<file path="config.mk">
export PLATFORM = sky130hd
export DESIGN_NAME = addressed_command_frame_receiver
export DESIGN_NICKNAME = d
export VERILOG_FILES = /design/src/acfr_pkg.sv /design/src/acfr_alu.sv /design/src/acfr_frame_buf.sv /design/src/addressed_command_frame_receiver.sv
export VERILOG_INCLUDE_DIRS = /design/src /design/src/src
export SDC_FILE = /design/constraint.sdc
export NUM_CORES = 1
export LEC_CHECK = 0
export ABC_AREA = 1
export BUFFER_PORTS_ARGS = -buffer_cell sky130_fd_sc_hd__buf_2
export CAP_MARGIN = 10
export CELL_PAD_IN_SITES_DETAIL_PLACEMENT = 0
export CELL_PAD_IN_SITES_GLOBAL_PLACEMENT = 1
export CORE_ASPECT_RATIO = 0.9
export CORE_MARGIN = 2
export CORE_UTILIZATION = 48
export DETAILED_ROUTE_END_ITERATION = 16
export PLACE_DENSITY_LB_ADDON = 0.1
export SLEW_MARGIN = 10
export SYNTH_ARGS = -nofsm -noshare
export SYNTH_HDL_FRONTEND = slang
export SYNTH_HIERARCHICAL = 1
export SYNTH_SLANG_ARGS = --single-unit
</file>
<file path="constraint.sdc">
create_clock -name clk -period 5.07 [get_ports clk]
set_input_delay 0.2535 -clock clk [delete_from_list [all_inputs] [get_ports clk]]
set_output_delay 0.2535 -clock clk [all_outputs]
set_load 0.005 [all_outputs]
</file>
<file path="src/assert_macros.svh">
// Assertion macros shared by the frame receiver RTL.
// No dependencies; expects clk and rst_n in the including scope.
`ifndef ASSERT_MACROS_SVH
`define ASSERT_MACROS_SVH

// Check a property on every clock edge outside reset.
`define ACFR_ASSERT(label, prop) \
    label: assert property (@(posedge clk) disable iff (!rst_n) (prop)) \
        else $error("acfr: assertion failed");

// Check that a trigger is followed by a condition in the next cycle.
`define ACFR_ASSERT_NEXT(label, trig, prop) \
    label: assert property (@(posedge clk) disable iff (!rst_n) (trig) |=> (prop)) \
        else $error("acfr: sequence assertion failed");

`endif

</file>
<file path="src/acfr_pkg.sv">
// Package for the addressed command frame receiver: beat types, codes, constants.
// No dependencies.
package acfr_pkg;

    localparam logic [7:0] SYNC_BYTE = 8'hAA;
    localparam logic [5:0] BROADCAST = 6'h3F;
    localparam int         FRAME_LEN = 6;
    localparam int         MOD_STEPS = 6;

    localparam logic [1:0] CFG_DEVICE_ADDRESS = 2'd0;
    localparam logic [1:0] CFG_GAP_TIMEOUT    = 2'd1;

    localparam logic [7:0] GAP_TIMEOUT_RESET = 8'd2;

    typedef enum logic [1:0] {
        MODE_ADDRESS      = 2'b00,
        MODE_SKIP_ADDRESS = 2'b01,
        MODE_RESIDUE      = 2'b10,
        MODE_ALWAYS       = 2'b11
    } mode_t;

    typedef enum logic [2:0] {
        ST_IDLE,
        ST_SUM,
        ST_CHECK,
        ST_MOD,
        ST_EMIT
    } state_t;

    typedef enum logic {
        ALU_ADD,
        ALU_SUB
    } alu_op_t;

    typedef struct packed {
        alu_op_t    op;
        logic [8:0] a;
        logic [8:0] b;
    } alu_req_t;

    typedef struct packed {
        logic [8:0] value;
        logic       carry;
    } alu_rsp_t;

    typedef struct packed {
        logic       func;
        logic [7:0] rx_byte;
    } in_t;

    typedef struct packed {
        logic       background;
        logic [6:0] animation_id;
        logic [7:0] param_one;
        logic [7:0] param_two;
        logic [7:0] param_three;
    } out_t;

endpackage

</file>
<file path="src/acfr_alu.sv">
// Shared 9-bit add/subtract unit used for the checksum sum and the modulo steps.
// Depends on acfr_pkg.
module acfr_alu
(
    input  acfr_pkg::alu_req_t req,
    output acfr_pkg::alu_rsp_t rsp
);

    logic [9:0] result;

    always_comb
    begin
        case (req.op)
            acfr_pkg::ALU_ADD: result = {1'b0, req.a} + {1'b0, req.b};
            acfr_pkg::ALU_SUB: result = {1'b0, req.a} - {1'b0, req.b};
            default:           result = '0;
        endcase
        rsp.value = result[8:0];
        rsp.carry = result[9];
    end

endmodule

</file>
<file path="src/acfr_frame_buf.sv">
// Six-byte frame store with one write port and one registered read port.
// Depends on acfr_pkg.
module acfr_frame_buf
(
    input  logic       clk,
    input  logic       wr_en,
    input  logic [2:0] wr_addr,
    input  logic [7:0] wr_data,
    input  logic [2:0] rd_addr,
    output logic [7:0] rd_data
);

    logic [7:0] mem [acfr_pkg::FRAME_LEN];
    logic [7:0] rd_data_reg;

    always_ff @(posedge clk)
    begin
        if (wr_en && (wr_addr < 3'(acfr_pkg::FRAME_LEN)))
        begin
            mem[wr_addr] <= wr_data;
        end
        // Hold the last word read when the address runs past the end
        if (rd_addr < 3'(acfr_pkg::FRAME_LEN))
        begin
            rd_data_reg <= mem[rd_addr];
        end
    end

    assign rd_data = rd_data_reg;

endmodule

</file>
<file path="src/addressed_command_frame_receiver.sv">
// Addressed command frame receiver, top level. Beats are taken only in idle.
// A checksum byte runs the sum pass, the check and, unless the check drops the frame,
// the emit, with 6 modulo steps before the emit in modulo mode; the emit of a result
// waits while an earlier result beat is held. Depends on acfr_pkg, acfr_alu,
// acfr_frame_buf and assert_macros.svh. Asynchronous active-low reset: idle,
// counters and last session cleared, device address 0, gap timeout 2 ticks.
`include "assert_macros.svh"

module addressed_command_frame_receiver
(
    input  logic            clk,
    input  logic            rst_n,
    input  logic            in_valid,
    output logic            in_ready,
    input  acfr_pkg::in_t   in_data,
    output logic            out_valid,
    input  logic            out_ready,
    output acfr_pkg::out_t  out_data,
    input  logic            cfg_valid,
    output logic            cfg_ready,
    input  logic [1:0]      cfg_index,
    input  logic [7:0]      cfg_data
);

    // Control state
    acfr_pkg::state_t state_reg, state_next;
    logic             receiving_reg, receiving_next;
    logic [2:0]       byte_count_reg, byte_count_next;
    logic [7:0]       gap_reg, gap_next;
    logic [7:0]       last_session_reg, last_session_next;
    logic [5:0]       dev_addr_reg;
    logic [7:0]       gap_timeout_reg;
    logic [2:0]       cnt_reg, cnt_next;
    logic             out_valid_reg, out_valid_next;

    // Datapath registers
    logic [7:0]       checksum_reg, checksum_next;
    logic [7:0]       sum_reg, sum_next;
    logic [7:0]       session_reg, session_next;
    logic [7:0]       target_reg, target_next;
    logic [7:0]       command_reg, command_next;
    logic [7:0]       p1_reg, p1_next;
    logic [7:0]       p2_reg, p2_next;
    logic [7:0]       p3_reg, p3_next;
    logic [5:0]       rem_reg, rem_next;
    logic             pass_reg, pass_next;
    acfr_pkg::out_t   out_reg, out_next;

    // Buffer and shared unit hookup
    logic             buf_wr_en;
    logic [7:0]       buf_rd_data;
    acfr_pkg::alu_req_t alu_req;
    acfr_pkg::alu_rsp_t alu_rsp;

    logic             in_fire;
    logic [2:0]       data_idx;
    logic [2:0]       modulus;
    logic [2:0]       offset;
    logic [5:0]       low_addr;
    logic [5:0]       rem_step;

    // Assertion helpers
    logic             frame_close;
    logic             mod_emit;

    acfr_frame_buf u_frame_buf
    (
        .clk     (clk),
        .wr_en   (buf_wr_en),
        .wr_addr (byte_count_reg),
        .wr_data (in_data.rx_byte),
        .rd_addr (cnt_reg),
        .rd_data (buf_rd_data)
    );

    acfr_alu u_alu
    (
        .req (alu_req),
        .rsp (alu_rsp)
    );

    assign in_ready  = (state_reg == acfr_pkg::ST_IDLE);
    assign in_fire   = in_valid && in_ready;
    assign cfg_ready = 1'b1;
    assign out_valid = out_valid_reg;
    assign out_data  = out_reg;

    assign data_idx = 3'(cnt_reg - 3'd1);
    assign modulus  = target_reg[2:0];
    assign offset   = target_reg[5:3];
    assign low_addr = target_reg[5:0];
    // Keep the trial difference only when it did not borrow
    assign rem_step = alu_rsp.carry ? rem_reg : alu_rsp.value[5:0];

    assign frame_close = in_fire && !in_data.func && receiving_reg &&
                         (byte_count_reg == 3'(acfr_pkg::FRAME_LEN));
    assign mod_emit    = (state_reg == acfr_pkg::ST_EMIT) &&
                         (target_reg[7:6] == acfr_pkg::MODE_RESIDUE);

    always_comb
    begin
        state_next        = state_reg;
        receiving_next    = receiving_reg;
        byte_count_next   = byte_count_reg;
        gap_next          = gap_reg;
        last_session_next = last_session_reg;
        cnt_next          = cnt_reg;
        out_valid_next    = out_valid_reg;
        checksum_next     = checksum_reg;
        sum_next          = sum_reg;
        session_next      = session_reg;
        target_next       = target_reg;
        command_next      = command_reg;
        p1_next           = p1_reg;
        p2_next           = p2_reg;
        p3_next           = p3_reg;
        rem_next          = rem_reg;
        pass_next         = pass_reg;
        out_next          = out_reg;
        buf_wr_en         = 1'b0;
        alu_req.op        = acfr_pkg::ALU_ADD;
        alu_req.a         = {1'b0, sum_reg};
        alu_req.b         = {1'b0, buf_rd_data};

        // Drop the result beat once the consumer takes it
        if (out_valid_reg && out_ready)
        begin
            out_valid_next = 1'b0;
        end

        case (state_reg)
            acfr_pkg::ST_IDLE:
            begin
                if (in_fire)
                begin
                    if (in_data.func)
                    begin
                        // Tick: count the gap down, abandon the frame at zero
                        if (gap_reg != 8'd0)
                        begin
                            gap_next = 8'(gap_reg - 8'd1);
                            if (gap_reg == 8'd1)
                            begin
                                receiving_next = 1'b0;
                            end
                        end
                    end
                    else
                    begin
                        gap_next = gap_timeout_reg;
                        if (!receiving_reg)
                        begin
                            byte_count_next = 3'd0;
                            if (in_data.rx_byte == acfr_pkg::SYNC_BYTE)
                            begin
                                receiving_next = 1'b1;
                            end
                        end
                        else if (byte_count_reg < 3'(acfr_pkg::FRAME_LEN))
                        begin
                            buf_wr_en       = 1'b1;
                            byte_count_next = 3'(byte_count_reg + 3'd1);
                        end
                        else
                        begin
                            // Checksum byte: close the frame and start the sum pass
                            checksum_next   = in_data.rx_byte;
                            byte_count_next = 3'd0;
                            receiving_next  = 1'b0;
                            sum_next        = 8'd0;
                            cnt_next        = 3'd0;
                            state_next      = acfr_pkg::ST_SUM;
                        end
                    end
                end
            end

            acfr_pkg::ST_SUM:
            begin
                // Read data lags the address through the registered read port
                if (cnt_reg != 3'd0)
                begin
                    sum_next = alu_rsp.value[7:0];
                    case (data_idx)
                        3'd0:    session_next = buf_rd_data;
                        3'd1:    target_next  = buf_rd_data;
                        3'd2:    command_next = buf_rd_data;
                        3'd3:    p1_next      = buf_rd_data;
                        3'd4:    p2_next      = buf_rd_data;
                        default: p3_next      = buf_rd_data;
                    endcase
                end
                if (cnt_reg == 3'(acfr_pkg::FRAME_LEN))
                begin
                    state_next = acfr_pkg::ST_CHECK;
                end
                else
                begin
                    cnt_next = 3'(cnt_reg + 3'd1);
                end
            end

            acfr_pkg::ST_CHECK:
            begin
                state_next = acfr_pkg::ST_IDLE;
                if ((sum_reg == checksum_reg) && (session_reg != last_session_reg))
                begin
                    last_session_next = session_reg;
                    case (target_reg[7:6])
                        acfr_pkg::MODE_RESIDUE:
                        begin
                            // Zero modulus drops the frame
                            if (modulus != 3'd0)
                            begin
                                rem_next   = dev_addr_reg;
                                cnt_next   = 3'(acfr_pkg::MOD_STEPS - 1);
                                state_next = acfr_pkg::ST_MOD;
                            end
                        end
                        acfr_pkg::MODE_SKIP_ADDRESS:
                        begin
                            pass_next  = (dev_addr_reg != low_addr);
                            state_next = acfr_pkg::ST_EMIT;
                        end
                        acfr_pkg::MODE_ADDRESS:
                        begin
                            pass_next  = (dev_addr_reg == low_addr) ||
                                         (low_addr == acfr_pkg::BROADCAST);
                            state_next = acfr_pkg::ST_EMIT;
                        end
                        default:
                        begin
                            pass_next  = 1'b1;
                            state_next = acfr_pkg::ST_EMIT;
                        end
                    endcase
                end
            end

            acfr_pkg::ST_MOD:
            begin
                // Restoring remainder: subtract modulus shifted by the step index
                alu_req.op = acfr_pkg::ALU_SUB;
                alu_req.a  = {3'b000, rem_reg};
                alu_req.b  = 9'({6'b000000, modulus} << cnt_reg);
                rem_next   = rem_step;
                if (cnt_reg == 3'd0)
                begin
                    pass_next  = (rem_step == {3'b000, offset});
                    state_next = acfr_pkg::ST_EMIT;
                end
                else
                begin
                    cnt_next = 3'(cnt_reg - 3'd1);
                end
            end

            acfr_pkg::ST_EMIT:
            begin
                if (!pass_reg)
                begin
                    state_next = acfr_pkg::ST_IDLE;
                end
                else if (!out_valid_reg || out_ready)
                begin
                    out_next.background   = command_reg[7];
                    out_next.animation_id = command_reg[6:0];
                    out_next.param_one    = p1_reg;
                    out_next.param_two    = p2_reg;
                    out_next.param_three  = p3_reg;
                    out_valid_next        = 1'b1;
                    state_next            = acfr_pkg::ST_IDLE;
                end
            end

            default:
            begin
                state_next = acfr_pkg::ST_IDLE;
            end
        endcase
    end

    always_ff @(posedge clk or negedge rst_n)
    begin
        if (!rst_n)
        begin
            state_reg        <= acfr_pkg::ST_IDLE;
            receiving_reg    <= 1'b0;
            byte_count_reg   <= 3'd0;
            gap_reg          <= 8'd0;
            last_session_reg <= 8'd0;
            dev_addr_reg     <= 6'd0;
            gap_timeout_reg  <= acfr_pkg::GAP_TIMEOUT_RESET;
            cnt_reg          <= 3'd0;
            out_valid_reg    <= 1'b0;
        end
        else
        begin
            state_reg        <= state_next;
            receiving_reg    <= receiving_next;
            byte_count_reg   <= byte_count_next;
            gap_reg          <= gap_next;
            last_session_reg <= last_session_next;
            cnt_reg          <= cnt_next;
            out_valid_reg    <= out_valid_next;
            // Configuration beats; indexes past the list are ignored
            if (cfg_valid && cfg_ready)
            begin
                case (cfg_index)
                    acfr_pkg::CFG_DEVICE_ADDRESS: dev_addr_reg    <= cfg_data[5:0];
                    acfr_pkg::CFG_GAP_TIMEOUT:    gap_timeout_reg <= cfg_data;
                    default:                      ;
                endcase
            end
        end
    end

    always_ff @(posedge clk)
    begin
        checksum_reg <= checksum_next;
        sum_reg      <= sum_next;
        session_reg  <= session_next;
        target_reg   <= target_next;
        command_reg  <= command_next;
        p1_reg       <= p1_next;
        p2_reg       <= p2_next;
        p3_reg       <= p3_next;
        rem_reg      <= rem_next;
        pass_reg     <= pass_next;
        out_reg      <= out_next;
    end

    // Assertions
    `ACFR_ASSERT(a_byte_count_range, byte_count_reg <= 3'(acfr_pkg::FRAME_LEN))
    `ACFR_ASSERT_NEXT(a_checksum_starts_sum, frame_close, (state_reg == acfr_pkg::ST_SUM) && !receiving_reg)
    `ACFR_ASSERT(a_result_from_emit, $rose(out_valid_reg) |-> ($past(state_reg) == acfr_pkg::ST_EMIT))
    `ACFR_ASSERT(a_mod_remainder_below_modulus, mod_emit |-> (rem_reg < {3'b000, modulus}))

endmodule
</file>
==> run summary <==
Mapped Cells -> 902
placed cell count -> 1194
Avg Vias per Cell -> 5.044
Placed Area -> 9678 sq um
layout net count -> 1009
GPL Wtd Cong -> 0.9632
Top-Level Pins -> 59
DRT antenna net count -> 0
RSZ-0062 raised after global routing -> no
Arr. time, crit path -> 4.28 ns
Placement Setup Slack -> 1.060 ns
# Post-CTS Setup Buffers -> 0
chip width -> 149.9 microns
core area -> 18980 sq um
maximum VDD drop -> 0.0002350 V
first-pass GRT wire length -> 30880 microns
fmax -> 244.7 MHz
CTS tree -> built
final hold vios -> 0
CTS buffer count -> 17
Setup Viol. Count Final -> 0
Slew HR -> 29.45%
Design Area, Final -> 10300 sq um
Post-Layout Cell Count -> 1227
Tmin final -> 4.086 ns
clock sink total -> 200
post-route clock skew -> 0.01069 ns
Iter 0 DRT Violations -> 454
Die Height -> 135.3 microns
die area -> 20280 sq um
period utilization -> 80.59%
H-Tree Depth -> 4
P_leak -> 4.339 nW
wire per inst -> 15.68 microns
WHS -> 0.02719 ns
status -> completed
Worst-Margin Slew -> 1.050 ns
worst setup slack after layout -> 0.9841 ns
vias in the first global route -> 5765
share of layout cells above drive strength 1 -> 13.51%
Post-Syn Area -> 9195 sq um
max-slew violation count -> 0
Root Driver -> clkbuf_16
Largest register FFs -> 48
number of I/O port buffers -> 57
syn avg cell area -> 10.19 sq um
total global-route track usage -> 20.20%
antenna violations before repair -> 0
power per cell area -> 324.0 nW/um^2
wirelength, routed -> 19240 microns
fin util -> 54.25%
total gr overflow -> 0
largest net degree at the start of global routing -> 42
Crit Path Category -> reg -> reg
post-route setup TNS -> 0 ns
HP Class -> in -> reg
largest register by flop count -> u_frame_buf/mem
Pwr Total -> 3.336 mW
Worst setup SP type -> flop
drt drc -> 0
Diodes inserted -> 0
clk_lat worst skew -> 0.44 ns
Net Count, Synth -> 947
initial core utilization -> 48.45%
estimated wirelength of the detail-placed design -> 13710 microns
CTS Buffer Depth -> 2
Ys Warns -> 6
FP Rows -> 48
DR vias -> 6189
Syn-to-layout area delta -> 11.97%
CP Max Fanout -> 13
Fill cells -> 1702
CP Capture Type -> flop
Pre-Repair DR Iteration Count -> 5
clk slew on worst S/H paths -> 0.08 ns
CTS resizes -> 0
max-cap viol count -> 0
required time worst endpoint -> 5.27 ns
==> layer usage <==
layer / track usage, % / vias to the layer above / share of wire [%]
li1: - / 3090 / -
met1: 29.63 / 2908 / 49
met2: 30.57 / 176 / 45
met3: 4.141 / 15 / 4.4
met4: 6.080 / 0 / 1.5
met5: 0 / - / 0
==> cells in the final DEF, fill, tap and decap left out, drive strengths merged, types with 3 or more instances in the layout <==
cell type    n
ha          20
edfxtp     159
a211oi       3
a31oi        3
nor4         3
nand3b       3
a21oi       17
inv        119
nand3       45
o22ai        4
nor2        97
buf         64
nor3         6
dfrtp       40
clkbuf      17
or2          3
nand2      251
xor2        15
o21ai       73
xnor2        5
clkinv       9
nand4        7
==> critical path, cell delays in order (launching register included) <==
cell	delay, ns
dfrtp_1	0.43
inv_2	0.12
nand2_4	0.08
nor2_4	0.10
inv_2	0.12
nor2_2	0.12
inv_1	0.10
o21ai_0	0.23
inv_1	0.09
ha_1	0.22
nand3_1	0.10
nand2_1	0.07
xor2_1	0.13
inv_1	0.05
ha_1	0.35
nand2_2	0.09
nor2_2	0.14
nand2_1	0.06
nand3_1	0.11
nand2_1	0.07
nand3_1	0.06
nand2_1	0.25
o21ai_0	0.38
xor2_1	0.18
nor2_1	0.06
nand4_1	0.07
nand2_1	0.06
==> timing repair <==
| item | CTS | global route |
|---|---|---|
| endpoints found under the hold margin | 31 | 0 |
| endpoints found under the setup margin | 0 | 0 |
| hold buffers | 1 | 0 |
==> report_power, final <==
part / switching [mW] / internal (mW) / leakage (nW)
clock network: 0.661 / 0.709 / 0.295
logic: 0.0874 / 0.0515 / 2.06
registers: 0.0307 / 1.80 / 1.98
total: 0.779 / 2.56 / 4.34
==> layout make-up <==
class / instances / area, sq um / area share, %
Sequential cell: 200 / 5802 / 56.35
Multi-Input combinational cell: 565 / 2791 / 27.11
Inverter: 115 / 434.2 / 4.217
Clock buffer: 17 / 425.4 / 4.132
Timing Repair Buffer: 65 / 347.8 / 3.378
Tap cell: 250 / 312.8 / 3.038
Clock inverter: 15 / 182.7 / 1.774
==> worst paths after layout <==
kind / startpoint / depth (start not counted) / end / slack, ns
min in group asynchronous: rst_n / 2 / gap_reg[4] / 0.49
hold / removal: out_ready / 2 / out_valid / 0.03
max in group asynchronous: rst_n / 2 / dev_addr_reg[1] / 3.98
hold reg to reg: p3_reg[5] / 0 / out_data[5] / 0.42
setup / recovery: state_reg[2] / 26 / pass_reg / 0.98
setup reg to reg: state_reg[2] / 26 / pass_reg / 0.98
No activity file was read; power rests on OpenSTA's default activity.
